<file path="config.mk">
export PLATFORM = sky130hd
export DESIGN_NAME = serial_command_frame_parser_top
export DESIGN_NICKNAME = d
export VERILOG_FILES = /design/src/design/scfp_pkg.sv /design/src/design/scfp_ctrl.sv /design/src/design/scfp_dp.sv /design/src/design/serial_command_frame_parser_top.sv
export SDC_FILE = /design/constraint.sdc
export NUM_CORES = 1
export LEC_CHECK = 0
export ABC_AREA = 1
export ABC_CLOCK_PERIOD_IN_PS = 9500
export BUFFER_PORTS_ARGS = -buffer_cell sky130_fd_sc_hd__buf_2
export CAP_MARGIN = 0
export CORE_MARGIN = 3
export CORE_UTILIZATION = 40
export DETAILED_ROUTE_END_ITERATION = 6
export HOLD_SLACK_MARGIN = 0.05
export PLACE_DENSITY = 0.66
export SYNTH_ARGS = -nofsm -noshare
export SYNTH_HDL_FRONTEND = slang
export SYNTH_SLANG_ARGS = --single-unit
export TNS_END_PERCENT = 50
</file>
<file path="constraint.sdc">
create_clock -name clk -period 9.5 [get_ports clk]
set_input_delay 1.9 -clock clk [delete_from_list [all_inputs] [get_ports clk]]
set_output_delay 1.9 -clock clk [all_outputs]
set_load 0.005 [all_outputs]
</file>
<file path="src/design/scfp_pkg.sv">
`timescale 1ns / 1ps

package scfp_pkg;

  // payload sizing
  localparam int PAYLOAD_CAPACITY = 32;
  localparam int PAY_IDX_W        = $clog2(PAYLOAD_CAPACITY + 1);
  localparam int SETTINGS_LEN     = 13;
  localparam int SET_IDX_W        = $clog2(SETTINGS_LEN);

  // frame constants
  localparam logic [7:0] SYNC_WORD [4] = '{8'h4F, 8'h52, 8'h42, 8'h59};
  localparam logic [7:0] FACTORY [SETTINGS_LEN] = '{
    8'd1, 8'd0, 8'd1, 8'd0, 8'd120, 8'd0, 8'd60, 8'd0, 8'd30, 8'd0, 8'd10, 8'd0, 8'd0
  };
  localparam logic [7:0] RESP_FLAG  = 8'h80;
  localparam logic [7:0] ERR_HDR    = 8'hFF;
  localparam logic [4:0] ERR_LEN    = 5'd1;
  localparam logic [4:0] GET_LEN    = 5'd16;
  localparam logic [7:0] SET_LEN    = 8'd16;
  localparam logic [7:0] SET_VER    = 8'h01;
  localparam logic [4:0] HDR_BYTES  = 5'd6;

  // command codes
  localparam logic [7:0] CMD_GET     = 8'h10;
  localparam logic [7:0] CMD_SET     = 8'h11;
  localparam logic [7:0] CMD_SAVE    = 8'h12;
  localparam logic [7:0] CMD_RESTORE = 8'h13;

  // error codes
  localparam logic [7:0] ERR_LENGTH  = 8'h01;
  localparam logic [7:0] ERR_SUM     = 8'h02;
  localparam logic [7:0] ERR_VERSION = 8'h03;
  localparam logic [7:0] ERR_COMMAND = 8'h04;

  typedef enum logic [3:0] {
    PH_SYNC0,
    PH_SYNC1,
    PH_SYNC2,
    PH_SYNC3,
    PH_CMD,
    PH_LEN,
    PH_PAY,
    PH_CHK,
    PH_TX
  } phase_t;

  // controller to datapath
  typedef struct packed {
    logic [1:0] sync_sel;
    logic       ld_cmd;
    logic       ld_len;
    logic       ld_pay;
    logic       run_chk;
    logic       err_len;
    logic       tx_step;
  } ctl_t;

  // datapath to controller
  typedef struct packed {
    logic sync_ok;
    logic len_over;
    logic len_zero;
    logic pay_last;
    logic out_free;
    logic tx_last;
  } sts_t;

endpackage

</file>
<file path="src/design/scfp_ctrl.sv">
`timescale 1ns / 1ps

module scfp_ctrl (
  input  logic          clk,
  input  logic          rst_n,
  input  logic          in_tvalid,
  output logic          in_tready,
  input  scfp_pkg::sts_t sts,
  output scfp_pkg::ctl_t ctl
);

  scfp_pkg::phase_t state_r, state_nxt;
  logic acc;

  // state register
  always_ff @(posedge clk) begin
    if (!rst_n) begin
      state_r <= scfp_pkg::PH_SYNC0;
    end else begin
      state_r <= state_nxt;
    end
  end

  assign in_tready = (state_r != scfp_pkg::PH_TX);
  assign acc       = in_tvalid && in_tready;

  // next state and commands
  always_comb begin
    state_nxt = state_r;
    ctl       = '0;
    case (state_r)
      scfp_pkg::PH_SYNC0, scfp_pkg::PH_SYNC1, scfp_pkg::PH_SYNC2,
      scfp_pkg::PH_SYNC3: begin
        ctl.sync_sel = state_r[1:0];
        if (acc) begin
          if (!sts.sync_ok) begin
            state_nxt = scfp_pkg::PH_SYNC0;
          end else begin
            case (state_r)
              scfp_pkg::PH_SYNC0: state_nxt = scfp_pkg::PH_SYNC1;
              scfp_pkg::PH_SYNC1: state_nxt = scfp_pkg::PH_SYNC2;
              scfp_pkg::PH_SYNC2: state_nxt = scfp_pkg::PH_SYNC3;
              default:            state_nxt = scfp_pkg::PH_CMD;
            endcase
          end
        end
      end
      scfp_pkg::PH_CMD: begin
        ctl.ld_cmd = acc;
        if (acc) state_nxt = scfp_pkg::PH_LEN;
      end
      scfp_pkg::PH_LEN: begin
        ctl.ld_len = acc;
        if (acc) begin
          if (sts.len_over) begin
            ctl.err_len = 1'b1;
            state_nxt   = scfp_pkg::PH_TX;
          end else if (sts.len_zero) begin
            state_nxt = scfp_pkg::PH_CHK;
          end else begin
            state_nxt = scfp_pkg::PH_PAY;
          end
        end
      end
      scfp_pkg::PH_PAY: begin
        ctl.ld_pay = acc;
        if (acc && sts.pay_last) state_nxt = scfp_pkg::PH_CHK;
      end
      scfp_pkg::PH_CHK: begin
        ctl.run_chk = acc;
        if (acc) state_nxt = scfp_pkg::PH_TX;
      end
      scfp_pkg::PH_TX: begin
        ctl.tx_step = sts.out_free;
        if (sts.out_free && sts.tx_last) state_nxt = scfp_pkg::PH_SYNC0;
      end
      default: begin
        state_nxt = scfp_pkg::PH_SYNC0;
      end
    endcase
  end

endmodule

</file>
<file path="src/design/scfp_dp.sv">
`timescale 1ns / 1ps

module scfp_dp (
  input  logic           clk,
  input  logic           rst_n,
  input  logic [7:0]     in_tdata,
  input  scfp_pkg::ctl_t ctl,
  output scfp_pkg::sts_t sts,
  output logic           out_tvalid,
  input  logic           out_tready,
  output logic [7:0]     out_tdata,
  output logic           out_tlast,
  output logic           out_tuser
);

  // receive side
  logic [7:0]                     cmd_r;
  logic [7:0]                     len_r;
  logic [scfp_pkg::PAY_IDX_W-1:0] idx_r;
  logic [7:0]                     rx_sum_r;
  logic [7:0]                     stage_r [scfp_pkg::SETTINGS_LEN];
  logic [7:0]                     settings_r [scfp_pkg::SETTINGS_LEN];

  // transmit side
  logic [7:0] tx_hdr_r;
  logic [4:0] tx_len_r;
  logic [7:0] tx_code_r;
  logic       tx_get_r;
  logic       tx_save_r;
  logic [4:0] tx_ptr_r;
  logic [7:0] tx_sum_r;
  logic       out_valid_r;
  logic [7:0] out_data_r;
  logic       out_last_r;
  logic       out_user_r;

  logic [7:0] chk_sum;
  logic       is_err;
  logic [7:0] err_code;
  logic       do_set;
  logic       do_restore;
  logic [4:0] pay_pos;
  logic [7:0] tx_byte;
  logic       tx_last;

  // status
  assign chk_sum      = rx_sum_r;
  assign sts.sync_ok  = (in_tdata == scfp_pkg::SYNC_WORD[ctl.sync_sel]);
  assign sts.len_over = ({1'b0, in_tdata} > 9'(scfp_pkg::PAYLOAD_CAPACITY));
  assign sts.len_zero = (in_tdata == 8'd0);
  assign sts.pay_last = ((9'(idx_r) + 9'd1) == {1'b0, len_r});
  assign sts.out_free = !out_valid_r || out_tready;
  assign sts.tx_last  = tx_last;

  // frame verdict on the checksum beat
  always_comb begin
    is_err     = 1'b1;
    err_code   = scfp_pkg::ERR_COMMAND;
    do_set     = 1'b0;
    do_restore = 1'b0;
    if (chk_sum != in_tdata) begin
      err_code = scfp_pkg::ERR_SUM;
    end else if (cmd_r == scfp_pkg::CMD_GET && len_r == 8'd0) begin
      is_err = 1'b0;
    end else if (cmd_r == scfp_pkg::CMD_SET && len_r == scfp_pkg::SET_LEN) begin
      if (stage_r[0] != scfp_pkg::SET_VER) begin
        err_code = scfp_pkg::ERR_VERSION;
      end else begin
        is_err = 1'b0;
        do_set = 1'b1;
      end
    end else if (cmd_r == scfp_pkg::CMD_SAVE && len_r == 8'd0) begin
      is_err = 1'b0;
    end else if (cmd_r == scfp_pkg::CMD_RESTORE && len_r == 8'd0) begin
      is_err     = 1'b0;
      do_restore = 1'b1;
    end
  end

  // receive registers and payload staging
  always_ff @(posedge clk) begin
    if (ctl.ld_cmd) begin
      cmd_r    <= in_tdata;
      rx_sum_r <= in_tdata;
    end
    if (ctl.ld_len) begin
      len_r    <= in_tdata;
      rx_sum_r <= rx_sum_r + in_tdata;
      idx_r    <= '0;
    end
    if (ctl.ld_pay) begin
      rx_sum_r <= rx_sum_r + in_tdata;
      idx_r    <= idx_r + 1'b1;
      if (idx_r < scfp_pkg::PAY_IDX_W'(scfp_pkg::SETTINGS_LEN)) begin
        stage_r[scfp_pkg::SET_IDX_W'(idx_r)] <= in_tdata;
      end
    end
  end

  // settings store
  always_ff @(posedge clk) begin
    if (!rst_n) begin
      for (int i = 0; i < scfp_pkg::SETTINGS_LEN; i++) settings_r[i] <= scfp_pkg::FACTORY[i];
    end else if (ctl.run_chk && do_set) begin
      for (int i = 0; i < scfp_pkg::SETTINGS_LEN; i++) settings_r[i] <= stage_r[i];
    end else if (ctl.run_chk && do_restore) begin
      for (int i = 0; i < scfp_pkg::SETTINGS_LEN; i++) settings_r[i] <= scfp_pkg::FACTORY[i];
    end
  end

  // byte at the transmit pointer
  assign pay_pos = tx_ptr_r - scfp_pkg::HDR_BYTES;
  assign tx_last = (tx_ptr_r == scfp_pkg::HDR_BYTES + tx_len_r);

  always_comb begin
    if (tx_ptr_r < 5'd4) begin
      tx_byte = scfp_pkg::SYNC_WORD[tx_ptr_r[1:0]];
    end else if (tx_ptr_r == 5'd4) begin
      tx_byte = tx_hdr_r;
    end else if (tx_ptr_r == 5'd5) begin
      tx_byte = {3'b000, tx_len_r};
    end else if (tx_last) begin
      tx_byte = tx_sum_r;
    end else if (!tx_get_r) begin
      tx_byte = tx_code_r;
    end else if (pay_pos < 5'(scfp_pkg::SETTINGS_LEN)) begin
      tx_byte = settings_r[scfp_pkg::SET_IDX_W'(pay_pos)];
    end else begin
      tx_byte = 8'd0;
    end
  end

  // transmit sequencer
  always_ff @(posedge clk) begin
    if (ctl.err_len) begin
      tx_hdr_r  <= scfp_pkg::ERR_HDR;
      tx_len_r  <= scfp_pkg::ERR_LEN;
      tx_code_r <= scfp_pkg::ERR_LENGTH;
      tx_get_r  <= 1'b0;
      tx_save_r <= 1'b0;
      tx_ptr_r  <= '0;
      tx_sum_r  <= '0;
    end else if (ctl.run_chk) begin
      tx_code_r <= err_code;
      tx_ptr_r  <= '0;
      tx_sum_r  <= '0;
      if (is_err) begin
        tx_hdr_r  <= scfp_pkg::ERR_HDR;
        tx_len_r  <= scfp_pkg::ERR_LEN;
        tx_get_r  <= 1'b0;
        tx_save_r <= 1'b0;
      end else begin
        tx_hdr_r  <= cmd_r | scfp_pkg::RESP_FLAG;
        tx_len_r  <= (cmd_r == scfp_pkg::CMD_GET) ? scfp_pkg::GET_LEN : 5'd0;
        tx_get_r  <= (cmd_r == scfp_pkg::CMD_GET);
        tx_save_r <= (cmd_r == scfp_pkg::CMD_SAVE);
      end
    end else if (ctl.tx_step) begin
      tx_ptr_r <= tx_ptr_r + 5'd1;
      if (tx_ptr_r >= 5'd4 && !tx_last) tx_sum_r <= tx_sum_r + tx_byte;
    end
  end

  // output register
  always_ff @(posedge clk) begin
    if (!rst_n) begin
      out_valid_r <= 1'b0;
    end else if (ctl.tx_step) begin
      out_valid_r <= 1'b1;
    end else if (out_tready) begin
      out_valid_r <= 1'b0;
    end
  end

  always_ff @(posedge clk) begin
    if (ctl.tx_step) begin
      out_data_r <= tx_byte;
      out_last_r <= tx_last;
      out_user_r <= tx_last && tx_save_r;
    end
  end

  assign out_tvalid = out_valid_r;
  assign out_tdata  = out_data_r;
  assign out_tlast  = out_last_r;
  assign out_tuser  = out_user_r;

endmodule

</file>
<file path="src/design/serial_command_frame_parser_top.sv">
`timescale 1ns / 1ps

// Serial command frame parser. Each input beat is one received byte; the block
// hunts for the four-byte sync word, reads command, length, payload and sum, and
// answers a whole frame with a response or error frame of 7 to 23 bytes, one
// byte per output beat with tlast on the sum byte and tuser marking a save
// request. Bytes are taken one per cycle while a frame is being received; the
// byte that completes a frame (or a length byte above 32) starts the reply, and
// no further byte is taken until the transmit sequencer has loaded the reply's
// last byte into the output register.
module serial_command_frame_parser_top (
  input  logic       clk,
  input  logic       rst_n,
  input  logic       in_tvalid,
  output logic       in_tready,
  input  logic [7:0] in_tdata,   // [7:0] rx_byte
  output logic       out_tvalid,
  input  logic       out_tready,
  output logic [7:0] out_tdata,  // [7:0] tx_byte
  output logic       out_tlast,  // frame_end
  output logic       out_tuser   // [0] save_request
);

  scfp_pkg::ctl_t ctl;
  scfp_pkg::sts_t sts;

  scfp_ctrl u_ctrl (
    .clk       (clk),
    .rst_n     (rst_n),
    .in_tvalid (in_tvalid),
    .in_tready (in_tready),
    .sts       (sts),
    .ctl       (ctl)
  );

  scfp_dp u_dp (
    .clk        (clk),
    .rst_n      (rst_n),
    .in_tdata   (in_tdata),
    .ctl        (ctl),
    .sts        (sts),
    .out_tvalid (out_tvalid),
    .out_tready (out_tready),
    .out_tdata  (out_tdata),
    .out_tlast  (out_tlast),
    .out_tuser  (out_tuser)
  );

endmodule

</file>
# Yosys cells after proc, flatten, opt, wreduce, memory -nomap -nowiden
# Memory sizes are Yosys's and may differ from the RTL's.
# Cells that the tools add are included.
[totals]
register_bits = 81
mem_bits_rw = 208
output_inout_bits = 12
memories = 2
[classes]
addsub = 7
magnitude_cmp = 7
eq_ne = 27
n_mux = 100
n_bitwise = 28
reduce_logical = 24
[mem_list]
columns = ["name", "depth", "width", "read_ports", "rd_ports_with_merged_regs", "wr", "line_no", "text"]
rows = [
  ["u_dp.settings_r", 13, 8, 1, 0, 13, "scfp_dp.sv:22", "logic [7:0] settings_r [scfp_pkg::SETTINGS_LEN];"],
  ["u_dp.stage_r", 13, 8, 13, 0, 1, "scfp_dp.sv:21", "logic [7:0] stage_r [scfp_pkg::SETTINGS_LEN];"],
]
[ops]
columns = ["cell", "count"]
rows = [
  ["$mux 8", 42],
  ["$eq 8x5->1 const B", 5],
  ["$mux 1", 39],
  ["$bmux 8 s2", 2],
  ["$mux 4", 7],
  ["$or 1x1->1", 26],
  ["$pmux 4 s6", 1],
  ["$add 8x8->8", 2],
  ["$eq 4x3->1 const B", 4],
  ["$logic_not 8->1", 2],
  ["$mux 6", 2],
  ["$ne 2x1->1 const B", 6],
  ["$logic_and 1x1->1", 11],
  ["$eq 5x3->1 const B", 2],
  ["$mux 5", 2],
  ["$eq 9x8->1", 1],
  ["$pmux 3 s3", 1],
  ["$eq 4x2->1 const B", 2],
  ["$eq 8x8->1", 1],
  ["$gt 8x6->1 const B", 1],
  ["$ne 8x1->1 const B", 1],
  ["$ne 8x8->1", 1],
  ["$add 6x1->7 const B", 1],
  ["$mux 7", 1],
  ["other kinds (25)", 30],
]

# Logic depth before layout (Yosys ltp)
# Gate-level depths: netlist (run 1).
[depth]
word_depth = 13
ltp_mapped = 25

# Hierarchy
# A second synthesis (run 1) with hierarchy kept.
[hier_totals]
cells_unflattened = 1211
area_unflattened_um2 = 12195.4
[by_module_without_submodules]
columns = ["mod", "instances", "cells_per_inst", "area_per_inst_um2"]
rows = [
  ["scfp_dp", 1, 1149, 11851.4],
  ["scfp_ctrl", 1, 62, 344.1],
]

# Least setup slack after synthesis (run 1)
# Ideal clock, no wire load.
[synth_path]
kind = "input to register"
start = "input port in_tdata[5]"
end = "memory u_dp.settings_r[1][0] (enable)"
arrival_time_ns = 6.659
t_required_ns = 8.953
path_slack_ns = 2.294
stages = 6
path_buffers = 0
cell_sequence = "ha_1 -> nor3_1 -> nand2_1 -> nor2_1 -> nand2_2 -> o21ai_0"
[synth_rtl]
columns = ["element", "line_no", "text"]
rows = [
  ["start: declaration", "serial_command_frame_parser_top.sv:16", "input logic [7:0] in_tdata,"],
  ["end: declaration", "scfp_dp.sv:22", ""],
]

==> metrics.md, run 1 <==
| Metric | Value |
|---|---|
| Peak supply drop | `0.133 mV` |
| H-tree levels | `1` |
| Min Hold Slack | `444 ps` |
| Setup TNS | `0 ps` |
| Crit start category | `primary input` |
| Area occupied by multi-input gates | `3840 um^2` |
| Post-DP HPWL | `18800 um` |
| Post-CTS sizing | `0` |
| Total clock sinks | `279` |
| Buf/Inv on CP | `3` |
| Min Clock Period, post-route | `4680 ps` |
| Reg power frac | `44.9%` |
| Initial antenna violation count | `0` |
| Via density | `5.07` |
| Layout area overhead | `11.8%` |
| Clock share of power | `34.6%` |
| DIE HEIGHT | `181 um` |
| Iter 0 DRT Violations | `644` |
| GRT Total Usage | `16.9%` |
| Max frequency | `214 MHz` |
| Nets | `1299` |
| Seq/Total Area, Yosys | `62.5%` |
| Cells after Synth | `1229` |
| Worst endpoint data arrival time | `4970 ps` |
| Worst-Skew Late Latency | `560 ps` |
| Commonest non-fill, non-tap cell in the layout | `nand2_1` |
| Initial Util | `40.9%` |
| Core area | `30000 um^2` |
| Status | `complete, no violations` |
| Hold Crit Depth | `2` |
| WL final | `28300 um` |
| Total power | `3140 uW` |
| Largest net degree at the start of global routing | `57` |
| Rel. slew slack | `28.4%` |
| Core Rows | `63` |
| RSZ-0062 raised after global routing | `no` |
| Cell area after synthesis | `12300 um^2` |
| Clock buffer depth | `3` |
| Synth warnings | `0` |
| Max cap viols | `0` |
| CTS Hold Bufs | `0` |
| Inserted Diodes | `0` |
| Share of layout cells above drive strength 1 | `8.11%` |
| Post CTS Setup Buffer Count | `0` |
| DRC | `0` |
| Avg WL per Cell | `17.0 um` |
| Vias post-DR | `8474` |
| Worst Tran Pin Value | `1070 ps` |
| Worst Path Max Fanout | `37` |
| Grt ovf | `0` |
| First-pass DRT Iterations | `5` |
| Chip width | `181 um` |
| Die area | `32800 um^2` |
| Switch share | `30.1%` |
| CP most frequent cell | `nand2_2` |
| Worst min-delay path startpoint | `u_dp.tx_hdr_r[4]$_SDFFE_PP1P_` |
| Distinct cell type count after synthesis | `52` |
| R2R setup slack | `5190 ps` |
| CTS root buffer | `clkbuf_16` |
| Final core occ | `45.8%` |
| Reg area | `7670 um^2` |
| CTS Buf Count | `29` |
| CP max-delay cell | `and2_2` |
| FF-to-FF path depth | `22` |
| Worst Hold End | `u_dp.tx_hdr_r[4]$_SDFFE_PP1P_` |
| Final slew viol count | `0` |
| GP Congestion | `0.902` |
| Reg2reg start | `u_dp.tx_ptr_r[1]$_SDFFE_PP0P_` |
| Worst min-delay path category | `register to register` |
| #FFs+latches synth | `279` |
| Cell chain of the critical path | `buf_2 > ha_1 > inv_1 > nand4_1 > nor2_1 > nand2_2 > a21oi_2 > and2_2 > nand2_2 > buf_4 > or2_2` |
| FILL cells | `2796` |
| CP peak stage delay | `410 ps` |
| CP Capture Type | `register` |
| Vias in the first global route | `7915` |
| First-pass GRT wire length | `44100 um` |
| Post-route ant nets | `0` |
| IO Pins | `24` |
| Clock skew | `25.9 ps` |
| Leak | `0.00534 uW` |
| Pwr dens | `229 nW/um^2` |
| Endpoints failing setup | `0` |
| Most frequent cells in the layout | `nand2_1 (210), edfxtp_1 (208), inv_1 (151)` |
| RR Endpoint | `u_dp.tx_sum_r[6]$_SDFFE_PP0P_` |
| Psw | `943 uW` |
| Crit path kind | `primary input to register` |
| Internal Power | `2190 uW` |
| Final period util | `49.2%` |
| Comb pwr share | `20.4%` |
| CTS tree | `built` |
| Crit path max-delay family | `simple AND/OR/NAND/NOR gates` |
| Final hold viol count | `0` |
| CP required | `9790 ps` |
| Clock Pin Slew Worst Setup and Hold Paths | `60 ps` |
| Port Buffers | `23` |
| Mean post-synth cell area | `9.98 um^2` |
power by group through the flow:
stage               clock, uW  sequential, uW  combinational, uW
CTS                      1110            1410                640
global route             1150            1420                719
finish                   1090            1410                640
global placement            0            1430                628
detailed placement          0            1430                637
floorplan                   0            1420                458
layout make-up:
| class | instances | share of cell area (%) |
|---|---|---|
| timing repair buffer | 35 | 1.50 |
| clock buffer | 39 | 5.78 |
| sequential | 279 | 55.9 |
| multi-input combinational | 756 | 28.0 |
| tap | 390 | 3.56 |
| clock inverter | 15 | 0.912 |
| inverter | 158 | 4.32 |
how the worst max path moves through the flow:
stage                           start                             endpoint  slack [ps]  cells after the start
after floorplan           in_tdata[5]  u_dp.settings_r[1][0]$_SDFFCE_PP0P_        2290                      6
after detailed placement  in_tdata[4]  u_dp.settings_r[6][2]$_SDFFCE_PP1P_        4270                     11
final                     in_tdata[4]  u_dp.settings_r[6][2]$_SDFFCE_PP1P_        4820                     11
after global routing      in_tdata[5]  u_dp.settings_r[6][2]$_SDFFCE_PP1P_        4650                     11
after CTS                 in_tdata[6]  u_dp.settings_r[6][2]$_SDFFCE_PP1P_        4850                     11
after global placement    in_tdata[4]  u_dp.settings_r[6][3]$_SDFFCE_PP1P_        4370                     11
per-stage QoR:
step	worst slack, ps	instances	instance area (um^2)
6_report	4820	1672	13700
5_1_grt	4650	1672	13700
4_1_cts	4850	1672	13700
3_5_place_dp	4270	1618	12800
3_3_place_gp	4370	1618	12800
2_1_floorplan	2290	1235	12300
cells in the mapped netlist, drive strengths merged:
library cell | count | area, um^2
o311ai | 1 | 8.76
o21ai | 58 | 290
nand3 | 105 | 543
a31oi | 2 | 12.5
inv | 156 | 586
conb | 2 | 7.51
o21bai | 3 | 22.5
a21oi | 85 | 429
or2 | 11 | 68.8
nand4 | 8 | 50.1
o22ai | 6 | 37.5
and2 | 1 | 7.51
xnor2 | 7 | 61.3
o21ba | 1 | 10.0
nor3 | 17 | 101
dfxtp | 71 | 1420
a311oi | 1 | 8.76
fa | 2 | 40.0
buf | 22 | 121
clkinv | 2 | 7.51
o21a | 1 | 7.51
mux2i | 1 | 10.0
nor4 | 7 | 50.1
a211oi | 3 | 22.5
a21o | 1 | 7.51
edfxtp | 208 | 6250
o211a | 1 | 10.0
a22o | 1 | 8.76
nor2 | 150 | 573
o31ai | 1 | 7.51
xor2 | 12 | 105
nand2 | 213 | 807
ha | 26 | 325
nand3b | 4 | 30.0
o211ai | 14 | 105
a22oi | 4 | 30.0
a221o | 1 | 10.0
clkbuf | 20 | 75.1
state kept, by name, indices dropped and copies added (netlist names), 4 cells and up:
signal,count
u_dp.tx_sum_r,8
u_dp.stage_r,104
u_dp.idx_r,6
u_dp.len_r,8
u_dp.chk_sum,8
u_ctrl.state_r,4
u_dp.tx_ptr_r,5
u_dp.settings_r,104
u_dp.cmd_r,8
u_dp.out_tdata,8
u_dp.tx_hdr_r,7
logic make-up (layout without fill, tap and decap cells):
group	count (synthesis)	in the layout	share of synthesized area, %
AOI/OAI and AO/OA	184	184	8.39
xor gates and xnor gates	19	19	1.36
DFF	279	279	62.5
adders and majority gates	28	28	2.98
buffers and inverters	200	247	6.44
other	2	8	0.0612
muxes	1	1	0.0816
and+or+nand+nor	516	516	18.2
worst reg2reg max path: cells and delay by family, from the launching register on:
kind | cells | cell delay, ps
AOI/OAI and AO/OA | 4 | 750
xor gates and xnor gates | 1 | 140
adders and majority gates | 3 | 1000
buffers and inverters | 5 | 1170
DFF | 1 | 310
and+or+nand+nor | 9 | 800
per-layer routing:
metal	up-vias	wire length [um]	track usage (%)
met3	42	1650	2.50
met2	234	13300	27.3
li1	4195	-	-
met5	-	0	0
met4	0	667	4.91
met1	4003	12800	23.7
Power figures use the tool's default switching activity.
==> run 2: changes to the inputs <==
--- a/config.mk
+++ b/config.mk
@@ -5,15 +5,15 @@
 export SDC_FILE = /design/constraint.sdc
 export NUM_CORES = 1
 export LEC_CHECK = 0
-export ABC_AREA = 1
-export ABC_CLOCK_PERIOD_IN_PS = 9500
+export ABC_AREA = 0
+export ABC_CLOCK_PERIOD_IN_PS = 3740
 export BUFFER_PORTS_ARGS = -buffer_cell sky130_fd_sc_hd__buf_2
 export CAP_MARGIN = 0
 export CORE_MARGIN = 3
 export CORE_UTILIZATION = 40
 export DETAILED_ROUTE_END_ITERATION = 6
 export HOLD_SLACK_MARGIN = 0.05
-export PLACE_DENSITY = 0.66
+export PLACE_DENSITY = 0.68
 export SYNTH_ARGS = -nofsm -noshare
 export SYNTH_HDL_FRONTEND = slang
 export SYNTH_SLANG_ARGS = --single-unit
==> constraint.sdc (replaced) <==
create_clock -name clk -period 3.74 [get_ports clk]
set_input_delay 0.748 -clock clk [delete_from_list [all_inputs] [get_ports clk]]
set_output_delay 0.748 -clock clk [all_outputs]
set_load 0.005 [all_outputs]
==> run 2 against run 1 <==
  * Cell area up 4.5%
  * First-iteration DRC count up 19%
  * Synthesized cell count down 22%
  * Register-to-register slack worse by 5000 ps
  * Die area down 1.4%
  * Sequential power up 150%
  * Total power rose to 2.5 times the previous value
  * Global-route usage up 0.78 points
  * Largest cell class unchanged
==> metrics.md, run 2 <==
| Metric | Value |
|---|---|
| Worst endpoint data arrival time | `4060 ps` |
| CP max-delay cell | `mux4_2` |
| Post-Synth Adder-Cell Area | `3.02%` |
| Clock Pin Slew Worst Setup and Hold Paths | `60 ps` |
| H-tree levels | `1` |
| Crit start category | `register` |
| Vias in the first global route | `7606` |
| Dominant synthesized flop cell | `edfxtp_1` |
| Share of the synthesized area in the top cell type | `51.7%` |
| Largest net degree at the start of global routing | `57` |
| Mux contribution to synthesized area | `4.91%` |
| Worst min-delay path startpoint | `u_dp.settings_r[9][6]$_SDFFE_PP0P_` |
| Final period util | `96.0%` |
| Crit path max-delay family | `simple AND/OR/NAND/NOR gates` |
| Nets | `1080` |
| Rel. slew slack | `34.3%` |
| Yosys top cell by area | `edfxtp_1` |
| Inserted Diodes | `0` |
| CTS root buffer | `clkbuf_16` |
| CP Capture Type | `register` |
| Die area | `32300 um^2` |
| RR Endpoint | `u_dp.tx_sum_r[7]$_SDFFE_PP0P_` |
| Min Clock Period, post-route | `3590 ps` |
| Via density | `5.54` |
| Distinct cell type count after synthesis | `69` |
| Cell chain of the critical path | `buf_12 > buf_4 > mux4_2 > mux2i_1 > nand2_1 > and3_1 > o221ai_1 > a22oi_2 > ha_1 > a21oi_2 > o211ai_1 > nor4_2 > nor3_1 > xnor2_1 > or3_1 > a21oi_1` |
| Grt ovf | `0` |
| Synth top area cells | `edfxtp_1 (52%), dfxtp_1 (12%), mux4_2 (4.5%), nand2_1 (2.9%), ha_1 (2.7%)` |
| Crit path kind | `register to register` |
| Initial antenna violation count | `0` |
| Setup TNS | `0 ps` |
| Complex-gate fraction of the synthesized area | `6.61%` |
| Commonest non-fill, non-tap cell in the layout | `edfxtp_1` |
| Dpl cells | `1389` |
| Largest registers | `u_dp.settings_r x104, u_dp.stage_r x104` |
| CP required | `4200 ps` |
| Hold Crit Depth | `2` |
| Post-DP HPWL | `19200 um` |
| CP peak stage delay | `520 ps` |
| Metal3 WL | `1970 um` |
| Total power | `7960 uW` |
| Worst Path Max Fanout | `8` |
| EDFF count, synth | `208` |
| Post-Synth Simple-Gate Area | `16.4%` |
| Max frequency | `278 MHz` |
| Core Rows | `63` |
| Post-route ant nets | `0` |
| DIE HEIGHT | `180 um` |
| Vias post-DR | `8053` |
| DRC | `0` |
| Layout area overhead | `18.6%` |
| Worst Tran Pin Value | `977 ps` |
| CTS Buf Count | `29` |
| CTS Hold Bufs | `0` |
| Avg WL per Cell | `20.4 um` |
| Most frequent cells in the layout | `edfxtp_1 (208), nand2_1 (92), nor2_1 (69)` |
| Largest family of logic cells by synthesized area | `simple AND/OR/NAND/NOR gates` |
| Leak | `0.00520 uW` |
| WL final | `29600 um` |
| Cells after Synth | `959` |
| Met1 wire length | `12700 um` |
| Mean post-synth cell area | `12.6 um^2` |
| Pwr dens | `555 nW/um^2` |
| Cell area after synthesis | `12100 um^2` |
| Worst min-delay path category | `register to register` |
| Final slew viol count | `0` |
| Reg2reg start | `u_dp.tx_ptr_r[1]$_SDFFE_PP0P_` |
| Iter 0 DRT Violations | `766` |
| GRT Total Usage | `17.6%` |
| Endpoints failing setup | `0` |
| Initial Util | `40.7%` |
| Post-synthesis xor/xnor area fraction | `2.68%` |
| #FFs+latches synth | `279` |
| R2R setup slack | `150 ps` |
| First-pass DRT Iterations | `5` |
| CTS tree | `built` |
| Async SR Flop Fraction | `0%` |
| Total clock sinks | `279` |
| Worst-Skew Late Latency | `540 ps` |
| Clock skew | `18.7 ps` |
| Top-count cell post-synth | `edfxtp_1` |
| Port Buffers | `23` |
| Max cap viols | `0` |
| Status | `complete, no violations` |
| Core area | `29700 um^2` |
| Final hold viol count | `0` |
| Synth warnings | `0` |
| Share of layout cells above drive strength 1 | `21.3%` |
| Seq/Total Area, Yosys | `63.4%` |
| Chip width | `180 um` |
| IO Pins | `24` |
| First-pass GRT wire length | `45100 um` |
| GP Congestion | `0.891` |
| Clock buffer depth | `3` |
| Met2 wire length | `14300 um` |
| Worst Hold End | `u_dp.settings_r[9][6]$_SDFFE_PP0P_` |
| FF-to-FF path depth | `16` |
| Layout Cells excl Fill | `1453` |
| Peak supply drop | `0.342 mV` |
| Buf/Inv on CP | `2` |
| Leading cell types by count after synthesis | `edfxtp_1 (208), nand2_1 (92), dfxtp_1 (71), nor2_1 (70), and3_1 (50)` |
| Top Layer Used | `met4` |
[run 2: per-stage QoR]
step                instance area [um^2]  worst slack [ps]  util, %  hold WS (ps)
floorplan                          12200              -146        -           427
global placement                   13100              87.5     43.9           439
detailed placement                 13100             -5.84     43.9           447
CTS                                14200              5.64     47.7           457
global route                       14300             -36.0     48.2           463
finish                             14300               148     48.2           454
[run 2: kinds of logic (layout without fill, tap and decap cells)]
group / after synthesis / in the layout
buf+inv: 80 / 178
xor+xnor: 37 / 37
simple gates: 384 / 384
compound gates: 120 / 120
other cells: 2 / 8
fa+ha+maj: 28 / 28
flops: 279 / 279
mux: 29 / 29
[run 2: where the power goes]
part	switching, uW	internal, uW	leakage, uW
clock	1160	1960	0.000529
combinational	673	648	0.00218
sequential	105	3420	0.00249
[run 2: what timing repair did]
item	in CTS	in global routing
pin swaps	2	9
setup endpoints to repair	2	3
resized for setup	8	22
buffers inserted	1	8
gates cloned	0	1
[run 2: metal layers]
metal,GRT usage (%),vias up
li1,-,3710
met1,24.8,3994
met2,28.9,303
met3,2.63,46
met4,4.70,0
met5,0,-
[run 2: layout make-up]
class	count	area (um^2)
clock inverters	16	241
clock buffers	38	820
multi-input cells	606	4230
inverters	27	104
flip-flops and latches	279	7680
repair buffers	97	767
well taps	390	488
fillers	2564	15400
[run 2: worst min-delay path, cell delays in order, from the launching register on]
cell     delay (ps)
dfxtp_1         310
nand2_1          50
a21oi_1          50
[run 2: how the worst max path moves through the flow]
stage / from / to / slack (ps) / depth (start not counted)
after detailed placement: u_dp.tx_ptr_r[1]$_SDFFE_PP0P_ / u_dp.tx_sum_r[7]$_SDFFE_PP0P_ / -6 / 16
after global placement: u_dp.tx_ptr_r[1]$_SDFFE_PP0P_ / u_dp.tx_sum_r[6]$_SDFFE_PP0P_ / 90 / 20
after global routing: u_dp.tx_ptr_r[1]$_SDFFE_PP0P_ / u_dp.tx_sum_r[7]$_SDFFE_PP0P_ / -40 / 17
final: u_dp.tx_ptr_r[1]$_SDFFE_PP0P_ / u_dp.tx_sum_r[7]$_SDFFE_PP0P_ / 150 / 16
after CTS: u_dp.tx_ptr_r[1]$_SDFFE_PP0P_ / u_dp.tx_sum_r[6]$_SDFFE_PP0P_ / 6 / 19
after floorplan: u_dp.tx_ptr_r[1]$_SDFFE_PP0P_ / u_dp.tx_sum_r[7]$_SDFFE_PP0P_ / -150 / 20
==> run 3: changes to the inputs <==
--- a/config.mk
+++ b/config.mk
@@ -9,6 +9,7 @@
 export ABC_CLOCK_PERIOD_IN_PS = 3740
 export BUFFER_PORTS_ARGS = -buffer_cell sky130_fd_sc_hd__buf_2
 export CAP_MARGIN = 0
+export CORE_ASPECT_RATIO = 1.2
 export CORE_MARGIN = 3
 export CORE_UTILIZATION = 40
 export DETAILED_ROUTE_END_ITERATION = 6
==> run 3 against run 2 <==
  * Non-clock buffer count down 13
  * Worst setup slack better by 73 ps
  * Register-to-register slack improved by 70 ps
  * Largest cell class unchanged
  * Largest power group unchanged
  * Highest routed layer unchanged
==> metrics.md, run 3 (same netlist as run 2, synthesis figures left out) <==
| Metric | Value |
|---|---|
| Peak supply drop | `0.312 mV` |
| Worst-Skew Late Latency | `540 ps` |
| Largest registers | `u_dp.settings_r x104, u_dp.stage_r x104` |
| Rel. slew slack | `48.3%` |
| Endpoints failing setup | `0` |
| CTS Buf Count | `27` |
| RSZ-0062 raised after global routing | `yes` |
| Min Hold Slack | `451 ps` |
| Grt ovf | `0` |
| Setup TNS | `0 ps` |
| Largest net degree at the start of global routing | `57` |
| Pwr dens | `527 nW/um^2` |
| First-pass GRT wire length | `42400 um` |
| Worst Path Max Fanout | `12` |
| Crit start category | `register` |
| Nets | `1065` |
| R2R setup slack | `220 ps` |
| DIE HEIGHT | `196 um` |
| Met3 Resource Use GR | `1.96%` |
| H-tree levels | `1` |
| Crit path kind | `register to register` |
| Iter 0 DRT Violations | `788` |
| Worst min-delay path startpoint | `u_dp.stage_r[8][3]$_DFFE_PP_` |
| Final slew viol count | `0` |
| FF-to-FF path depth | `12` |
| RR Endpoint | `u_dp.tx_sum_r[7]$_SDFFE_PP0P_` |
| Chip width | `165 um` |
| Dpl cells | `1382` |
| Avg WL per Cell | `19.2 um` |
| Inserted Diodes | `0` |
| Share of layout cells above drive strength 1 | `18.9%` |
| Layout Cells excl Fill | `1435` |
| Most frequent cells in the layout | `edfxtp_1 (208), nand2_1 (92), nor2_1 (69), dfxtp_1 (69), buf_4 (52)` |
| Met1 GRT Util | `21.5%` |
| Port Buffers | `23` |
| Die area | `32300 um^2` |
| Worst endpoint data arrival time | `3990 ps` |
| Worst min-delay path category | `register to register` |
| Total clock sinks | `279` |
| Vias post-DR | `7625` |
| Final hold viol count | `0` |
| Worst Tran Pin Value | `775 ps` |
| Grt peak-use layer | `met2` |
| Total power | `7400 uW` |
| Initial antenna violation count | `0` |
| Area occupied by multi-input gates | `4240 um^2` |
| Max frequency | `284 MHz` |
| Post-route ant nets | `0` |
| DRC | `0` |
| CTS tree | `built` |
| Worst Slack Setup Final | `221 ps` |
| WL final | `27600 um` |
| CP Capture Type | `register` |
| GRT Total Usage | `17.0%` |
| Min Clock Period, post-route | `3520 ps` |
| Clock buffer depth | `3` |
| Max cap viols | `0` |
| Layout area overhead | `16.2%` |
| Core Rows | `69` |
| Via density | `5.31` |
| IO Pins | `24` |
| Leak | `0.00503 uW` |
| Initial Util | `40.7%` |
| Clock skew | `14.3 ps` |
| Post-DP HPWL | `18800 um` |
| Core area | `29700 um^2` |
| Final period util | `94.1%` |
| Worst Hold End | `u_dp.settings_r[8][3]$_SDFFE_PP1P_` |
| FILL cells | `2613` |
| Reg2reg start | `u_dp.tx_ptr_r[1]$_SDFFE_PP0P_` |
| Commonest non-fill, non-tap cell in the layout | `edfxtp_1` |
| Hold Crit Depth | `2` |
| CTS Hold Bufs | `0` |
| Post-Place Setup Slack | `-62.8 ps` |
| CP required | `4220 ps` |
| Status | `complete, no violations` |
| Clock Pin Slew Worst Setup and Hold Paths | `60 ps` |
| First-pass DRT Iterations | `5` |
| Vias in the first global route | `7507` |
| Reg area | `7670 um^2` |
| CTS root buffer | `clkbuf_16` |
| Met2 GRT Util | `29.9%` |
| GP Congestion | `0.909` |
## run 3: worst max-delay path: stages, from the launching register on
cell and delay [ps]:
dfxtp_4 380, buf_12 160, mux4_2 560, a211oi_1 450, a31oi_1 100, a22o_1 220, a221o_1 380, ha_1 250
nor4_1 270, nor3_1 90, xnor2_1 130, or3_1 310, a21oi_1 140
## run 3: power by group
part	switching (uW)	internal (uW)
clock	1130	1510
combinational	654	597
sequential	95.8	3410
total	1880	5520
## run 3: layout make-up
type,instances,share of cell area [%]
multi-input combinational,606,30.2
sequential,279,54.7
clock inverter,17,1.07
clock buffer,32,5.09
inverter,27,0.740
tap,390,3.48
timing repair buffer,84,4.73
## run 3: worst max-delay path by stage
stage	startpoint	end	slack (ps)
floorplan	u_dp.tx_ptr_r[1]$_SDFFE_PP0P_	u_dp.tx_sum_r[7]$_SDFFE_PP0P_	-150
global placement	u_dp.tx_ptr_r[1]$_SDFFE_PP0P_	u_dp.tx_sum_r[7]$_SDFFE_PP0P_	-3
detailed placement	u_dp.tx_ptr_r[1]$_SDFFE_PP0P_	u_dp.tx_sum_r[7]$_SDFFE_PP0P_	-60
CTS	u_dp.tx_ptr_r[1]$_SDFFE_PP0P_	u_dp.tx_sum_r[6]$_SDFFE_PP0P_	2
global route	u_dp.tx_ptr_r[1]$_SDFFE_PP0P_	u_dp.tx_sum_r[7]$_SDFFE_PP0P_	-20
finish	u_dp.tx_ptr_r[1]$_SDFFE_PP0P_	u_dp.tx_sum_r[7]$_SDFFE_PP0P_	220
## run 3: metal layers
layer / part of all wire [%] / up-vias
met1: 42 / 3703
met5: 0 / -
met3: 4.5 / 50
met4: 3.2 / 0
met2: 51 / 213
li1: - / 3659
## run 3: per-stage QoR
stage / util (%) / instance area, um^2
finish: 47.3 / 14000
global route: 47.3 / 14000
CTS: 46.7 / 13900
detailed placement: 43.7 / 13000
global placement: 43.7 / 13000
floorplan: - / 12200
## run 3: timing repair
item                                    4_1_cts  5_1_grt
setup buffers                                 0        3
pin swaps                                     0       12
gates cloned                                  0        1
gates resized for setup                       3       30
endpoints found under the setup margin        1        4
